File: config.mk
export PLATFORM = sky130hd
export DESIGN_NAME = serial_frame_crc_checker_core
export DESIGN_NICKNAME = d
export VERILOG_FILES = /design/src/hdl/sfcc_pkg.sv /design/src/hdl/sfcc_front.sv /design/src/hdl/sfcc_queue.sv /design/src/hdl/sfcc_back.sv /design/src/hdl/serial_frame_crc_checker_core.sv
export SDC_FILE = /design/constraint.sdc
export NUM_CORES = 1
export LEC_CHECK = 0
export ABC_AREA = 1
export BUFFER_PORTS_ARGS = -buffer_cell sky130_fd_sc_hd__buf_2
export CELL_PAD_IN_SITES_DETAIL_PLACEMENT = 0
export CELL_PAD_IN_SITES_GLOBAL_PLACEMENT = 1
export CORE_MARGIN = 2
export CORE_UTILIZATION = 49
export DETAILED_ROUTE_END_ITERATION = 8
export PLACE_DENSITY = 0.87
export SYNTH_ARGS = -nofsm -noshare
export SYNTH_HDL_FRONTEND = slang
export SYNTH_HIERARCHICAL = 1
export SYNTH_SLANG_ARGS = --single-unit
File: constraint.sdc
create_clock -name clk -period 12.55 [get_ports clk]
set_input_delay 1.255 -clock clk [delete_from_list [all_inputs] [get_ports clk]]
set_output_delay 1.255 -clock clk [all_outputs]
set_load 0.01 [all_outputs]
File: src/hdl/sfcc_pkg.sv
// Shared types, constants and functions of the serial frame CRC checker.
// No dependencies; imported by every module of the block.
`timescale 1ns / 1ps
`default_nettype none

package sfcc_pkg;

	// Frame format
	localparam logic [7:0]  SOH_BYTE      = 8'h01;
	localparam logic [7:0]  CR_BYTE       = 8'h0D;
	localparam int          TAIL_BYTES    = 5;
	localparam int          HEX_DIGITS    = 4;
	localparam int          MAX_CRC_SPAN  = 255;

	// Byte counter, saturating
	localparam int          COUNT_W       = 9;
	localparam logic [COUNT_W-1:0] COUNT_MAX     = '1;
	localparam logic [COUNT_W-1:0] MIN_FRAME_LEN = COUNT_W'(9);
	localparam logic [COUNT_W-1:0] CR_INDEX      = COUNT_W'(8);
	localparam logic [COUNT_W-1:0] CRC_FIRST     = COUNT_W'(TAIL_BYTES);
	localparam logic [COUNT_W-1:0] LONG_LIMIT    = COUNT_W'(MAX_CRC_SPAN + TAIL_BYTES);

	// CRC-16, reflected
	localparam logic [15:0] CRC_POLY      = 16'h8408;
	localparam logic [15:0] CRC_START     = 16'hFFFF;

	// Frame queue between front and back
	localparam int          QUEUE_DEPTH   = 2;
	localparam int          QUEUE_AW      = $clog2(QUEUE_DEPTH);

	// Configuration port
	localparam int          PADDR_W       = 1;
	localparam logic [PADDR_W-1:0] REG_BYPASS_ADDR = '0;

	typedef enum logic [2:0] {
		ST_OK       = 3'd0,
		ST_NO_SOH   = 3'd1,
		ST_SHORT    = 3'd2,
		ST_MISMATCH = 3'd3,
		ST_LONG     = 3'd4
	} status_t;

	// One finished frame, handed from front to back
	typedef struct packed {
		logic [HEX_DIGITS-1:0][7:0] digits;   // digits[HEX_DIGITS-1] is most significant
		logic [15:0]                crc;
		logic [COUNT_W-1:0]         count;
		logic                       soh_seen;
		logic                       ninth_is_cr;
	} frame_rec_t;

	// Queue status toward the front
	typedef struct packed {
		logic full;
		logic nonempty;
	} queue_stat_t;

	// One byte through the CRC, LSB first
	function automatic logic [15:0] crc16_byte(input logic [15:0] crc_in,
		input logic [7:0] d);
		logic [15:0] c;
		c = crc_in;
		for (int k = 0; k < 8; k++) begin
			if (d[k] ^ c[0])
				c = (c >> 1) ^ CRC_POLY;
			else
				c = c >> 1;
		end
		return c;
	endfunction

	// ASCII hex digit: bit 4 set when the byte is not a hex digit
	function automatic logic [4:0] hex_decode(input logic [7:0] c);
		logic [4:0] r;
		if (c >= 8'h30 && c <= 8'h39)
			r = {1'b0, 4'(c - 8'h30)};
		else if (c >= 8'h41 && c <= 8'h46)
			r = {1'b0, 4'(c - 8'h37)};
		else if (c >= 8'h61 && c <= 8'h66)
			r = {1'b0, 4'(c - 8'h57)};
		else
			r = 5'h10;
		return r;
	endfunction

endpackage

`default_nettype wire

File: src/hdl/sfcc_front.sv
// Front end: accepts frame bytes, runs the CRC behind the tail delay line.
// Depends on sfcc_pkg; pushes one record per frame into sfcc_queue.
`timescale 1ns / 1ps
`default_nettype none

module sfcc_front import sfcc_pkg::*; (
	input  wire logic        clk,
	input  wire logic        arst_n,
	input  wire logic        byte_valid,
	output logic             byte_stall,
	input  wire logic [7:0]  rx_byte,
	input  wire logic        end_of_frame,
	input  wire queue_stat_t qstat,
	output logic             push,
	output frame_rec_t       push_rec
);

	logic [15:0]        crc_q;
	logic [7:0]         tail_q [TAIL_BYTES];
	logic [COUNT_W-1:0] count_q;
	logic               soh_q;
	logic               ninth_q;

	logic               take;
	logic [15:0]        crc_n;
	logic [COUNT_W-1:0] count_n;
	logic               soh_n;
	logic               ninth_n;

	// Hold off only while the queue cannot take a frame record
	assign byte_stall = qstat.full;
	assign take       = byte_valid && !byte_stall;

	// Frame state after this byte
	always_comb begin
		soh_n   = (count_q == '0) ? (rx_byte == SOH_BYTE) : soh_q;
		ninth_n = (count_q == CR_INDEX) ? (rx_byte == CR_BYTE) : ninth_q;
		crc_n   = (count_q >= CRC_FIRST) ? crc16_byte(crc_q, tail_q[0]) : crc_q;
		count_n = (count_q == COUNT_MAX) ? count_q : count_q + 1'b1;
	end

	// Record for the back end; digits are the tail after the shift
	always_comb begin
		for (int k = 0; k < HEX_DIGITS; k++)
			push_rec.digits[HEX_DIGITS-1-k] = tail_q[k+1];
		push_rec.crc         = crc_n;
		push_rec.count       = count_n;
		push_rec.soh_seen    = soh_n;
		push_rec.ninth_is_cr = ninth_n;
	end

	assign push = take && end_of_frame;

	// Frame state registers, cleared after the last byte
	always_ff @(posedge clk or negedge arst_n) begin
		if (!arst_n) begin
			crc_q   <= CRC_START;
			count_q <= '0;
			soh_q   <= 1'b0;
			ninth_q <= 1'b0;
			for (int k = 0; k < TAIL_BYTES; k++)
				tail_q[k] <= '0;
		end else if (take) begin
			if (end_of_frame) begin
				crc_q   <= CRC_START;
				count_q <= '0;
				soh_q   <= 1'b0;
				ninth_q <= 1'b0;
				for (int k = 0; k < TAIL_BYTES; k++)
					tail_q[k] <= '0;
			end else begin
				crc_q   <= crc_n;
				count_q <= count_n;
				soh_q   <= soh_n;
				ninth_q <= ninth_n;
				for (int k = 0; k < TAIL_BYTES - 1; k++)
					tail_q[k] <= tail_q[k+1];
				tail_q[TAIL_BYTES-1] <= rx_byte;
			end
		end
	end

endmodule

`default_nettype wire

File: src/hdl/sfcc_queue.sv
// Short FIFO of finished frame records between front and back end.
// Depends on sfcc_pkg for the record type and depth.
`timescale 1ns / 1ps
`default_nettype none

module sfcc_queue import sfcc_pkg::*; (
	input  wire logic        clk,
	input  wire logic        arst_n,
	input  wire logic        push,
	input  wire frame_rec_t  push_rec,
	input  wire logic        pop,
	output frame_rec_t       head_rec,
	output queue_stat_t      qstat
);

	frame_rec_t          entry_q [QUEUE_DEPTH];
	logic [QUEUE_AW-1:0] wr_q;
	logic [QUEUE_AW-1:0] rd_q;
	logic [QUEUE_AW:0]   fill_q;

	assign head_rec       = entry_q[rd_q];
	assign qstat.full     = (fill_q == (QUEUE_AW+1)'(QUEUE_DEPTH));
	assign qstat.nonempty = (fill_q != '0);

	// Entry storage
	always_ff @(posedge clk) begin
		if (push)
			entry_q[wr_q] <= push_rec;
	end

	// Pointers and fill level
	always_ff @(posedge clk or negedge arst_n) begin
		if (!arst_n) begin
			wr_q   <= '0;
			rd_q   <= '0;
			fill_q <= '0;
		end else begin
			if (push)
				wr_q <= (wr_q == QUEUE_AW'(QUEUE_DEPTH-1)) ? '0 : wr_q + 1'b1;
			if (pop)
				rd_q <= (rd_q == QUEUE_AW'(QUEUE_DEPTH-1)) ? '0 : rd_q + 1'b1;
			unique case ({push, pop})
				2'b10:   fill_q <= fill_q + 1'b1;
				2'b01:   fill_q <= fill_q - 1'b1;
				default: fill_q <= fill_q;
			endcase
		end
	end

endmodule

`default_nettype wire

File: src/hdl/sfcc_back.sv
// Back end: decodes the hex digits, grades the frame, holds the result.
// Depends on sfcc_pkg; pops records from sfcc_queue.
`timescale 1ns / 1ps
`default_nettype none

module sfcc_back import sfcc_pkg::*; (
	input  wire logic        clk,
	input  wire logic        arst_n,
	input  wire logic        bypass_en,
	input  wire queue_stat_t qstat,
	input  wire frame_rec_t  head_rec,
	output logic             pop,
	output logic             status_valid,
	input  wire logic        status_stall,
	output logic [2:0]       frame_status,
	output logic [15:0]      computed_crc,
	output logic [15:0]      received_crc
);

	logic        valid_q;
	status_t     status_q;
	logic [15:0] crc_q;
	logic [15:0] rx_q;

	logic        good;
	logic [15:0] rx_val;
	logic [4:0]  nib;
	status_t     status_n;

	// Output register frees when empty or when its transfer completes
	assign pop = qstat.nonempty && (!valid_q || !status_stall);

	// Hex digits, most significant first
	always_comb begin
		good   = 1'b1;
		rx_val = '0;
		nib    = '0;
		for (int k = 0; k < HEX_DIGITS; k++) begin
			nib = hex_decode(head_rec.digits[k]);
			if (nib[4])
				good = 1'b0;
			rx_val[4*k +: 4] = nib[3:0];
		end
		if (!good)
			rx_val = '0;
	end

	// Check order: SOH, length, probe bypass, too long, CRC
	always_comb begin
		priority if (!head_rec.soh_seen)
			status_n = ST_NO_SOH;
		else if (head_rec.count < MIN_FRAME_LEN)
			status_n = ST_SHORT;
		else if (bypass_en && head_rec.ninth_is_cr)
			status_n = ST_OK;
		else if (head_rec.count > LONG_LIMIT)
			status_n = ST_LONG;
		else if (good && rx_val == head_rec.crc)
			status_n = ST_OK;
		else
			status_n = ST_MISMATCH;
	end

	always_ff @(posedge clk or negedge arst_n) begin
		if (!arst_n)
			valid_q <= 1'b0;
		else if (pop)
			valid_q <= 1'b1;
		else if (!status_stall)
			valid_q <= 1'b0;
	end

	always_ff @(posedge clk) begin
		if (pop) begin
			status_q <= status_n;
			crc_q    <= head_rec.crc;
			rx_q     <= rx_val;
		end
	end

	assign status_valid = valid_q;
	assign frame_status = status_q;
	assign computed_crc = crc_q;
	assign received_crc = rx_q;

endmodule

`default_nettype wire

File: src/hdl/serial_frame_crc_checker_core.sv
// Serial frame CRC checker, top level: front end, frame queue, back end, config register.
// Depends on sfcc_pkg, sfcc_front, sfcc_queue and sfcc_back.
//
// Usage:
//  Input channel: one frame byte per transfer on rx_byte, with end_of_frame on the
//  last byte. A transfer completes when byte_valid is high and byte_stall is low.
//  Output channel: one result per frame (frame_status, computed_crc, received_crc),
//  moved when status_valid is high and status_stall is low.
//  Throughput: one byte per cycle while byte_stall is low; the CRC byte step is a combinational unrolled update.
//  A frame's result passes through the queue, then the output register; it waits in
//  the queue while a stalled result holds the output register.
//  The front end stalls only when the two-entry frame queue is full, which happens
//  when the receiver stalls the output while further frames finish.
//  Reset clears the frame state, the queue and the output valid; probe bypass
//  resets to enabled. Register 0 (byte address 0, bit 0) is probe_bypass_enable;
//  write it only while no frame is in flight.
`timescale 1ns / 1ps
`default_nettype none

module serial_frame_crc_checker_core import sfcc_pkg::*; (
	input  wire logic               clk,
	input  wire logic               arst_n,
	// byte channel
	input  wire logic               byte_valid,
	output logic                    byte_stall,
	input  wire logic [7:0]         rx_byte,
	input  wire logic               end_of_frame,
	// result channel
	output logic                    status_valid,
	input  wire logic               status_stall,
	output logic [2:0]              frame_status,
	output logic [15:0]             computed_crc,
	output logic [15:0]             received_crc,
	// configuration port
	input  wire logic               psel,
	input  wire logic               penable,
	input  wire logic               pwrite,
	input  wire logic [PADDR_W-1:0] paddr,
	input  wire logic [31:0]        pwdata,
	output logic [31:0]             prdata,
	output logic                    pready
);

	logic        bypass_q;
	logic        push;
	logic        pop;
	frame_rec_t  push_rec;
	frame_rec_t  head_rec;
	queue_stat_t qstat;

	// Configuration register
	assign pready = 1'b1;
	assign prdata = (paddr == REG_BYPASS_ADDR) ? {31'b0, bypass_q} : '0;

	always_ff @(posedge clk or negedge arst_n) begin
		if (!arst_n)
			bypass_q <= 1'b1;
		else if (psel && penable && pwrite && pready && paddr == REG_BYPASS_ADDR)
			bypass_q <= pwdata[0];
	end

	sfcc_front u_front (
		.clk          (clk),
		.arst_n       (arst_n),
		.byte_valid   (byte_valid),
		.byte_stall   (byte_stall),
		.rx_byte      (rx_byte),
		.end_of_frame (end_of_frame),
		.qstat        (qstat),
		.push         (push),
		.push_rec     (push_rec)
	);

	sfcc_queue u_queue (
		.clk      (clk),
		.arst_n   (arst_n),
		.push     (push),
		.push_rec (push_rec),
		.pop      (pop),
		.head_rec (head_rec),
		.qstat    (qstat)
	);

	sfcc_back u_back (
		.clk          (clk),
		.arst_n       (arst_n),
		.bypass_en    (bypass_q),
		.qstat        (qstat),
		.head_rec     (head_rec),
		.pop          (pop),
		.status_valid (status_valid),
		.status_stall (status_stall),
		.frame_status (frame_status),
		.computed_crc (computed_crc),
		.received_crc (received_crc)
	);

endmodule

`default_nettype wire

Yosys cells after proc, flatten, opt, wreduce, memory -nomap -nowiden

Memories as Yosys holds them, arrays and structs flattened.
Index checks and enable logic that the tools add are counted.

Memory bits (writable): 118
Register bits: 108
Input port bits: 49
Word-level logic and storage cells: 164
Memories: 1
Output and inout bits: 70

Bitwise logic cells: 18
Reduce and logical (&&, ||, !) cells: 28
Order comparisons: 27
Muxes and demuxes: 46
Equal/unequal tests: 9
$add $sub $neg: 17

Memory list:

| memory          | depth | bits a word | rd ports | clocked after memory_dff | write ports | RTL line         | RTL |
|---|---|---|---|---|---|---|---|
| u_queue.entry_q | 2     | 59          | 1        | 0                        | 1           | sfcc_queue.sv:16 | `frame_rec_t entry_q [QUEUE_DEPTH];` |

Operator list:

| cell                                                                         | number |
|---|---|
| 16-bit two-way mux                                                           | 11 |
| 8-bit by 7-bit >= comparator with 1-bit output, second input constant        | 8 |
| 8-bit by 7-bit <= comparator with 1-bit output, second input constant        | 8 |
| 5-bit two-way mux                                                            | 12 |
| 40-bit two-way mux                                                           | 1 |
| 8-bit by 6-bit >= comparator with 1-bit output, second input constant        | 4 |
| 8-bit by 6-bit <= comparator with 1-bit output, second input constant        | 4 |
| 4-bit by 3-bit subtractor with 4-bit output, second input constant           | 8 |
| 2-bit NOT with 3-bit output                                                  | 8 |
| 1-bit logical AND                                                            | 20 |
| 9-bit two-way mux                                                            | 2 |
| 16-bit == test                                                               | 1 |
| 4-bit by 1-bit subtractor with 4-bit output, second input constant           | 4 |
| 1-bit two-way mux                                                            | 15 |
| 9-bit by 1-bit adder with 9-bit output, second input constant                | 1 |
| 9-bit by 4-bit == test with 1-bit output, second input constant              | 1 |
| 9-bit == test, second input constant                                         | 1 |
| 9-bit by 3-bit >= comparator with 1-bit output, second input constant        | 1 |
| 9-bit > comparator, second input constant                                    | 1 |
| 9-bit zero test                                                              | 1 |
| 9-bit by 4-bit less-than comparator with 1-bit output, second input constant | 1 |
| 8-bit by 1-bit == test with 1-bit output, second input constant              | 1 |
| 8-bit by 4-bit == test with 1-bit output, second input constant              | 1 |
| 1-bit XOR                                                                    | 8 |
| 14 further kinds                                                             | 22 |

Longest topological paths before layout

Gate-level depths: netlist of the first run.

Depth after elaboration: 18
Mapped depth: 24
Gate-level depth less buffers: 21

Cells and area by module

Netlist of the first run, hierarchy kept.

By module, submodules not included:

| module                        | instances | seq. area each (sq um) | area an instance (sq um) | cells each |
|---|---|---|---|---|
| sfcc_queue                    | 1         | 3,643.5                | 4,580.6                  | 332 |
| sfcc_front                    | 1         | 1,696.6                | 4,010.1                  | 494 |
| sfcc_back                     | 1         | 1,076.0                | 2,433.6                  | 322 |
| serial_frame_crc_checker_core | 1         | 26.3                   | 315.3                    | 45 |

Worst setup path before layout of the first run

OpenSTA, ideal clock, no wires.

Path type: input -> register
Start: input byte_valid
End: memory u_queue/entry_q[0][0] (netlist bit), enable pin
Buffers on the path: 1
Data required time: 12.074 ns
Arrival: 4.492 ns
Stages: 7
Library setup time: 0.476 ns
Slack: 7.582 ns
Cell sequence: inv_1 -> nor2_1 -> inv_2 -> clkbuf_1 -> nor2_1 -> inv_1 -> nor2_1

Longest elaborated chain between the ends: 4

Ends and longest elaborated chain:

| what                                    | RTL line                            | RTL |
|---|---|---|
| start, declared                         | serial_frame_crc_checker_core.sv:24 | `input wire logic byte_valid,` |
| 1-bit logical AND                       | sfcc_front.sv:32                    | `assign take = byte_valid && !byte_stall;` |
| 1-bit logical AND                       | sfcc_front.sv:52                    | `assign push = take && end_of_frame;` |
| named net push                          | serial_frame_crc_checker_core.sv:45 | `logic push;` |
| 1-bit two-way mux                       | sfcc_queue.sv:27                    | `if (push)` |
| 1-bit two-way mux (implied by the code) | sfcc_queue.sv:28                    | `entry_q[wr_q] <= push_rec;` |
| end, declared                           | sfcc_queue.sv:16                    |  |

The timed path passes the listed nets, and every way through them passes these cells.

==> flow_summary.yaml, run 1 <==
outcome:
  outcome: "finished clean"
place:
  place_congestion: 0.808
  hpwl_um: 14700
  numPortBuffers: 55
synth:
  synth_area_leaders: "edfxtp_1 (41%), dfrtp_1 (12%), nand2_1 (10%)"
  synthTopCellsByCount: "nand2_1 (307), inv_1 (217), edfxtp_1 (153)"
  yosysSeqAreaShare_pct: 56.8
  synth_top_flop_cell: "edfxtp_1"
  netlist.area_leader.share_pct: 40.5
  synth-seq-cells: 226
  yosysUniqueCellTypes: 46
  postSynthAreaPerCell_um2: 9.51
  yosysTopAreaCell: "edfxtp_1"
  netlist_instances: 1193
  synth_warnings: 6
  yosys.cell_count.top_type: "nand2_1"
  syn-cell-area_mm2: 0.0113
  async_flop_share_pct: 32.3
  synth_edf_count: 153
global_routing:
  grt.overflow.total: 0
  antenna_found_initial: 0
  grt_pass1_wl_um: 35400
  grt_pass1_vias: 6933
  grt_max_degree: 80
  grtUsageTotal_pct: 18.5
critical_path:
  path_cells: "buf_4 > o21ai_0 > inv_1 > ha_1 > nand2_1 > nand3_1 > nand2_2 > nand2_1 > nand2_2 > nor2_4 > nand2_1 > nand2_1 > nand2_1 > nor2_1 > nand2_1 > nor2_1 > nand2_1 > nand2_2 > o21ai_2"
  cpPeakStageDelay_ns: 0.69
  path_buf_inv: 2
  crit_slowest_cell: "dfrtp_4"
  worstSetupStartpointType: "flip-flop"
  crit_top_cell: "nand2_1"
  cp.arrival_ns: 4.50
  r2r_setup_slack_ns: 8.29
  crit_fanout: 79
  end_kind: "flip-flop"
  path_delay_family: "simple AND/OR/NAND/NOR gates"
  cp.required_ns: 12.80
  criticalPathCategory: "reg2reg"
power:
  sw_frac_of_total_pct: 36.7
  internal-power_mw: 1.70
  leakage_nw: 5.71
  comb_power_share_pct: 33.1
  clkPwrFrac_pct: 25.4
  powerDensity_mw_per_mm2: 220
  switching_power_uw: 985
  ir_drop_v: 0.000107
  pwr-share-seq_pct: 41.6
die:
  fp-row-count: 55
  die_x_um: 156
  die_y_um: 156
  die_area_mm2: 0.0244
  pin_count: 119
  start_util_pct: 49.9
  core_mm2: 0.0227
clock_tree:
  clkTransAtPathRegs_ns: 0.06
  clock_sinks: 226
  clkLatencyLatePin_ns: 0.51
  hold_buffers: 0
  ctsResizeCount: 0
  cts_made_buffers: 23
  clockBufferDepth: 3
  root_buffer: "clkbuf_16"
  htree_levels: 1
  tritoncts: "yes"
  postCtsSetupBuffers: 0
sta:
  finalSetupTns_ns: 0
  setup_viol: 0
  worst_slew_pin_slew_ns: 1.00
  period_share_pct: 33.9
  fin_skew_ns: 0.0178
  fmax_mhz: 235
  slew_headroom_pct: 33.1
  slew_violations: 0
  rsz0062_at_grt: "no"
  report.final.hold_viol_count: 0
  whs_ns: 0.469
  min_period_ns: 4.26
finish:
  nFillCells: 1992
  final_nets: 1273
  antenna_cells: 0
  areaGrowthSynthToFinish_pct: 7.50
  final_layout_size_suffix_gt1_share_pct: 14.7
route:
  drt_iter0_drc: 548
  vias_per_cell: 4.97
  ant_nets: 0
  wirelength_um: 22200
  vias: 7500
  wire_per_inst_um: 14.7
  drtPass1Iterations: 4
  drcViolationCount: 0
worst_hold_path:
  hp-class: "reg2reg"
run:
  maxCapViolations: 0
-- path summary, 6_finish.rpt --
check / start / endpoint / depth (start not counted)
setup / recovery: u_queue/rd_q$_DFFE_PN0P_ / u_back/frame_status[0]$_SDFFCE_PN1P_ / 19
hold reg to reg: u_front/push_rec[58]$_DFFE_PN0P_ / u_queue/entry_q[1][58]$_DFFE_PP_ / 0
max in group asynchronous: arst_n / u_queue/rd_q$_DFFE_PN0P_ / 1
setup reg to reg: u_queue/rd_q$_DFFE_PN0P_ / u_back/frame_status[0]$_SDFFCE_PN1P_ / 19
min in group asynchronous: arst_n / u_front/push_rec[31]$_DFFE_PN0P_ / 1
hold / removal: u_front/push_rec[58]$_DFFE_PN0P_ / u_queue/entry_q[1][58]$_DFFE_PP_ / 0
-- worst reg2reg max path, cell delays in order (launching register included) --
cell     delay, ns
dfrtp_4       0.69
buf_4         0.69
o21ai_0       0.41
inv_1         0.17
ha_1          0.15
nand2_1       0.06
nand3_1       0.09
nand2_2       0.13
nand2_1       0.12
nand2_2       0.08
nor2_4        0.49
nand2_1       0.17
nand2_1       0.09
nand2_1       0.05
nor2_1        0.09
nand2_1       0.07
nor2_1        0.20
nand2_1       0.12
nand2_2       0.09
o21ai_2       0.05
-- per-stage QoR --
stage               power (mW)  instance area (µm²)  util (%)  setup WS [ns]  std cells
floorplan                 1.82                11500         -           7.58       1223
global placement          1.99                11400      50.4           8.39       1468
detailed placement        2.02                11400      50.4           8.34       1468
CTS                       2.70                12200      53.7           8.33       1509
global route              2.87                12200      53.7           7.71       1509
finish                    2.68                12200      53.7           8.29       1509
-- power by group through the flow --
stage          clock network [mW]  registers [mW]  logic [mW]
2_1_floorplan                   0            1.13       0.694
3_3_place_gp                    0            1.12       0.870
3_5_place_dp                    0            1.13       0.887
4_1_cts                     0.692            1.12       0.890
5_1_grt                     0.720            1.14        1.01
6_report                    0.681            1.12       0.887
-- per-layer routing --
metal  up-vias  share of wire, %  track usage (%)  wire, µm
met5         -                 0                0         0
met4         0               2.7             6.25       609
met3        36               5.6             3.11      1250
met2       196                47             31.4     10500
met1      3517                44             24.3      9800
li1       3751                 -                -         -
-- state kept, by name (all words and copies together) (netlist names), 2 cells and up --
signal	flops
u_back/received_crc	16
u_front/push_rec	32
u_back/frame_status	3
u_front/crc_q	16
u_back/computed_crc	16
u_queue/entry_q	118
u_front/count_q	9
u_queue/fill_q	2
u_front/tail_q	8
-- area by class of cell --
cell class                      count  area, µm²  share of cell area (%)
Sequential cell                   226       6450                    52.9
Multi-Input combinational cell    668       3450                    28.3
Inverter                          228        856                    7.02
Clock buffer                       30        643                    5.28
Tap cell                          285        357                    2.93
Timing Repair Buffer               61        323                    2.65
Clock inverter                     11        113                   0.924
-- cell usage in the layout (no fill, tap or decap), types with 9 or more instances in the layout --
cell,instances
nand2_1,307
inv_1,216
edfxtp_1,153
o21ai_1,57
dfrtp_1,55
buf_2,54
nand3_1,48
nor2_1,42
o22ai_1,40
conb_1,32
clkbuf_16,24
nand4_1,20
o21ai_0,20
dfstp_2,17
ha_1,16
xor2_1,12
inv_2,11
nand3_2,11
nand2_2,9
nand3_4,9
-- logic make-up (layout without fill, tap and decap cells) --
group	count (synthesis)	in the layout	synth area share [%]
adders and majority gates	16	16	1.77
xor gates and xnor gates	14	14	1.08
AOI/OAI and AO/OA	132	132	6.61
other	2	32	0.0662
buffers and inverters	329	330	14.0
and+or+nand+nor	474	474	19.7
DFF	226	226	56.8
Power figures use the tool's default switching activity.
==> run 2, diff against run 1 <==
--- a/config.mk
+++ b/config.mk
@@ -10,9 +10,9 @@
 export CELL_PAD_IN_SITES_DETAIL_PLACEMENT = 0
 export CELL_PAD_IN_SITES_GLOBAL_PLACEMENT = 1
 export CORE_MARGIN = 2
-export CORE_UTILIZATION = 49
+export CORE_UTILIZATION = 41
 export DETAILED_ROUTE_END_ITERATION = 8
-export PLACE_DENSITY = 0.87
+export PLACE_DENSITY = 0.78
 export SYNTH_ARGS = -nofsm -noshare
 export SYNTH_HDL_FRONTEND = slang
 export SYNTH_HIERARCHICAL = 1
==> constraint.sdc (replaced) <==
create_clock -name clk -period 3.7 [get_ports clk]
set_input_delay 0.37 -clock clk [delete_from_list [all_inputs] [get_ports clk]]
set_output_delay 0.37 -clock clk [all_outputs]
set_load 0.01 [all_outputs]
==> run 2 against run 1 <==
Design area increased by 1.4%; total power rose to 3.5 times the previous value; clock skew increased by 0.0032 ns; worst setup slack got worse by 8.0 ns; non-clock buffer count rose by 2; die area up 19%; sequential power rose to 3.4 times the previous value; count of clock-buffer cells in the layout is 3 lower; global-route usage decreased by 3.1 points; largest cell class unchanged; largest power group unchanged.
==> flow_summary.yaml, run 2 (synthesis results as in run 1) <==
outcome:
  outcome: "finished clean"
worst_hold_path:
  hp-class: "in2async"
global_routing:
  grt_pass1_wl_um: 34800
  grtUsageTotal_pct: 15.4
  antenna_found_initial: 0
  grt_max_degree: 74
  grt.overflow.total: 0
  grt_pass1_vias: 6424
critical_path:
  cp.required_ns: 3.95
  r2r_setup_slack_ns: 0.34
  end_kind: "flip-flop"
  ff2ff_path_depth: 18
  cpPeakStageDelay_ns: 0.69
  crit_fanout: 54
  path_buf_inv: 1
  cp.depth: 18
  crit_slowest_cell: "dfrtp_4"
  crit_top_cell: "nand2_1"
  criticalPathCategory: "reg2reg"
  path_cells: "o21ai_0 > ha_1 > nand2_1 > nand3_1 > nand2_2 > nand2_1 > nand2_2 > nor2_4 > buf_12 > nand2_1 > nand2_1 > nand2_1 > nor2_1 > nand2_1 > nor2_1 > nand2_1 > nand2_2 > o21ai_2"
  path_delay_family: "simple AND/OR/NAND/NOR gates"
  worstSetupStartpointType: "flip-flop"
  cp.arrival_ns: 3.61
sta:
  slew_headroom_pct: 32.8
  slew_violations: 0
  report.final.hold_viol_count: 0
  postLayoutSetupSlackWorst_ns: 0.336
  whs_ns: 0.0209
  fmax_mhz: 297
  finalSetupTns_ns: 0
  period_share_pct: 90.9
  min_period_ns: 3.36
  fin_skew_ns: 0.0210
  rsz0062_at_grt: "no"
  setup_viol: 0
  worst_slew_pin_slew_ns: 1.01
finish:
  fin_util_pct: 45.7
  mostFrequentLayoutCells: "nand2_1 (307), inv_1 (216), edfxtp_1 (153), o21ai_1 (57), dfrtp_1 (55)"
  register_area_mm2: 0.00645
  final_layout_size_suffix_gt1_share_pct: 14.8
  largest_register_ffs: 118
  multi_input_area_mm2: 0.00345
  areaGrowthSynthToFinish_pct: 9.03
  nFillCells: 2500
  top_register: "u_queue/entry_q"
  final_nets: 1275
  antenna_cells: 0
  final_common_cell: "nand2_1"
  stdcell_count: 1568
clock_tree:
  htree_levels: 1
  ctsResizeCount: 0
  hold_buffers: 0
  clockBufferDepth: 3
  clkLatencyLatePin_ns: 0.51
  cts_made_buffers: 23
  clkTransAtPathRegs_ns: 0.07
  postCtsSetupBuffers: 0
  clock_sinks: 226
  root_buffer: "clkbuf_16"
  tritoncts: "yes"
place:
  place_congestion: 0.812
  post-place-ws_ns: 0.396
  placed_cells: 1526
  numPortBuffers: 55
  hpwl_um: 15100
die:
  die_x_um: 170
  fp-row-count: 60
  die_area_mm2: 0.0290
  core_mm2: 0.0270
  start_util_pct: 42.0
  pin_count: 119
  die_y_um: 170
route:
  vias: 7301
  drt_iter0_drc: 603
  vias_per_cell: 4.66
  ant_nets: 0
  drcViolationCount: 0
  wirelength_um: 22200
  wire_per_inst_um: 14.1
  drtPass1Iterations: 5
power:
  leakage_nw: 5.73
  powerDensity_mw_per_mm2: 753
  ir_drop_v: 0.000326
run:
  maxCapViolations: 0
run 2: cell types whose count changed in the layout (fill, tap and decap cells not counted), sizes merged:
cell	change
bufinv	+3
clkinvlp	+5
buf	+2
clkinv	-4
clkbuf	-3
run 2: area by class of cell:
cell class,instances,share of cell area [%]
repair buffers,63,2.83
well taps,341,3.45
inverters,228,6.92
flip-flops and latches,226,52.1
clock buffers,27,4.95
clock inverters,15,1.77
multi-input cells,668,27.9
run 2: through the flow:
stage / power, mW / area (µm²)
floorplan: 6.17 / 11500
global placement: 6.81 / 11500
detailed placement: 6.89 / 11500
CTS: 9.40 / 12400
global route: 9.93 / 12400
finish: 9.31 / 12400
run 2: worst register-to-register path, delay by kind of cell (launching register included):
kind | cells | cell delay (ns)
AO/OA/AOI/OAI | 2 | 0.61
adder cells (fa/ha/maj) | 1 | 0.28
buffers and inverters | 1 | 0.17
flip-flops | 1 | 0.69
AND/OR/NAND/NOR | 14 | 1.32
run 2: path summary, 6_finish.rpt:
kind	from	to
setup reg to reg	u_queue/rd_q$_DFFE_PN0P_	u_back/frame_status[0]$_SDFFCE_PN1P_
max in group asynchronous	arst_n	u_queue/rd_q$_DFFE_PN0P_
hold reg to reg	u_front/push_rec[56]$_DFFE_PN0P_	u_queue/entry_q[0][56]$_DFFE_PP_
setup / recovery	u_queue/rd_q$_DFFE_PN0P_	u_back/frame_status[0]$_SDFFCE_PN1P_
hold / removal	arst_n	u_front/push_rec[31]$_DFFE_PN0P_
min in group clk	pwdata[0]	bypass_q$_DFFE_PN1P_
run 2: layer usage:
metal / track usage [%] / up-vias / wire length, µm
li1: - / 3760 / -
met1: 22.7 / 3373 / 10700
met2: 24.1 / 140 / 10100
met3: 2.19 / 28 / 974
met4: 3.53 / 0 / 354
met5: 0 / - / 0
run 2: power by group:
| group | internal [mW] | switching, mW |
|---|---|---|
| logic | 0.915 | 2.08 |
| clock network | 1.54 | 0.963 |
| registers | 3.49 | 0.318 |
| total | 5.94 | 3.36 |
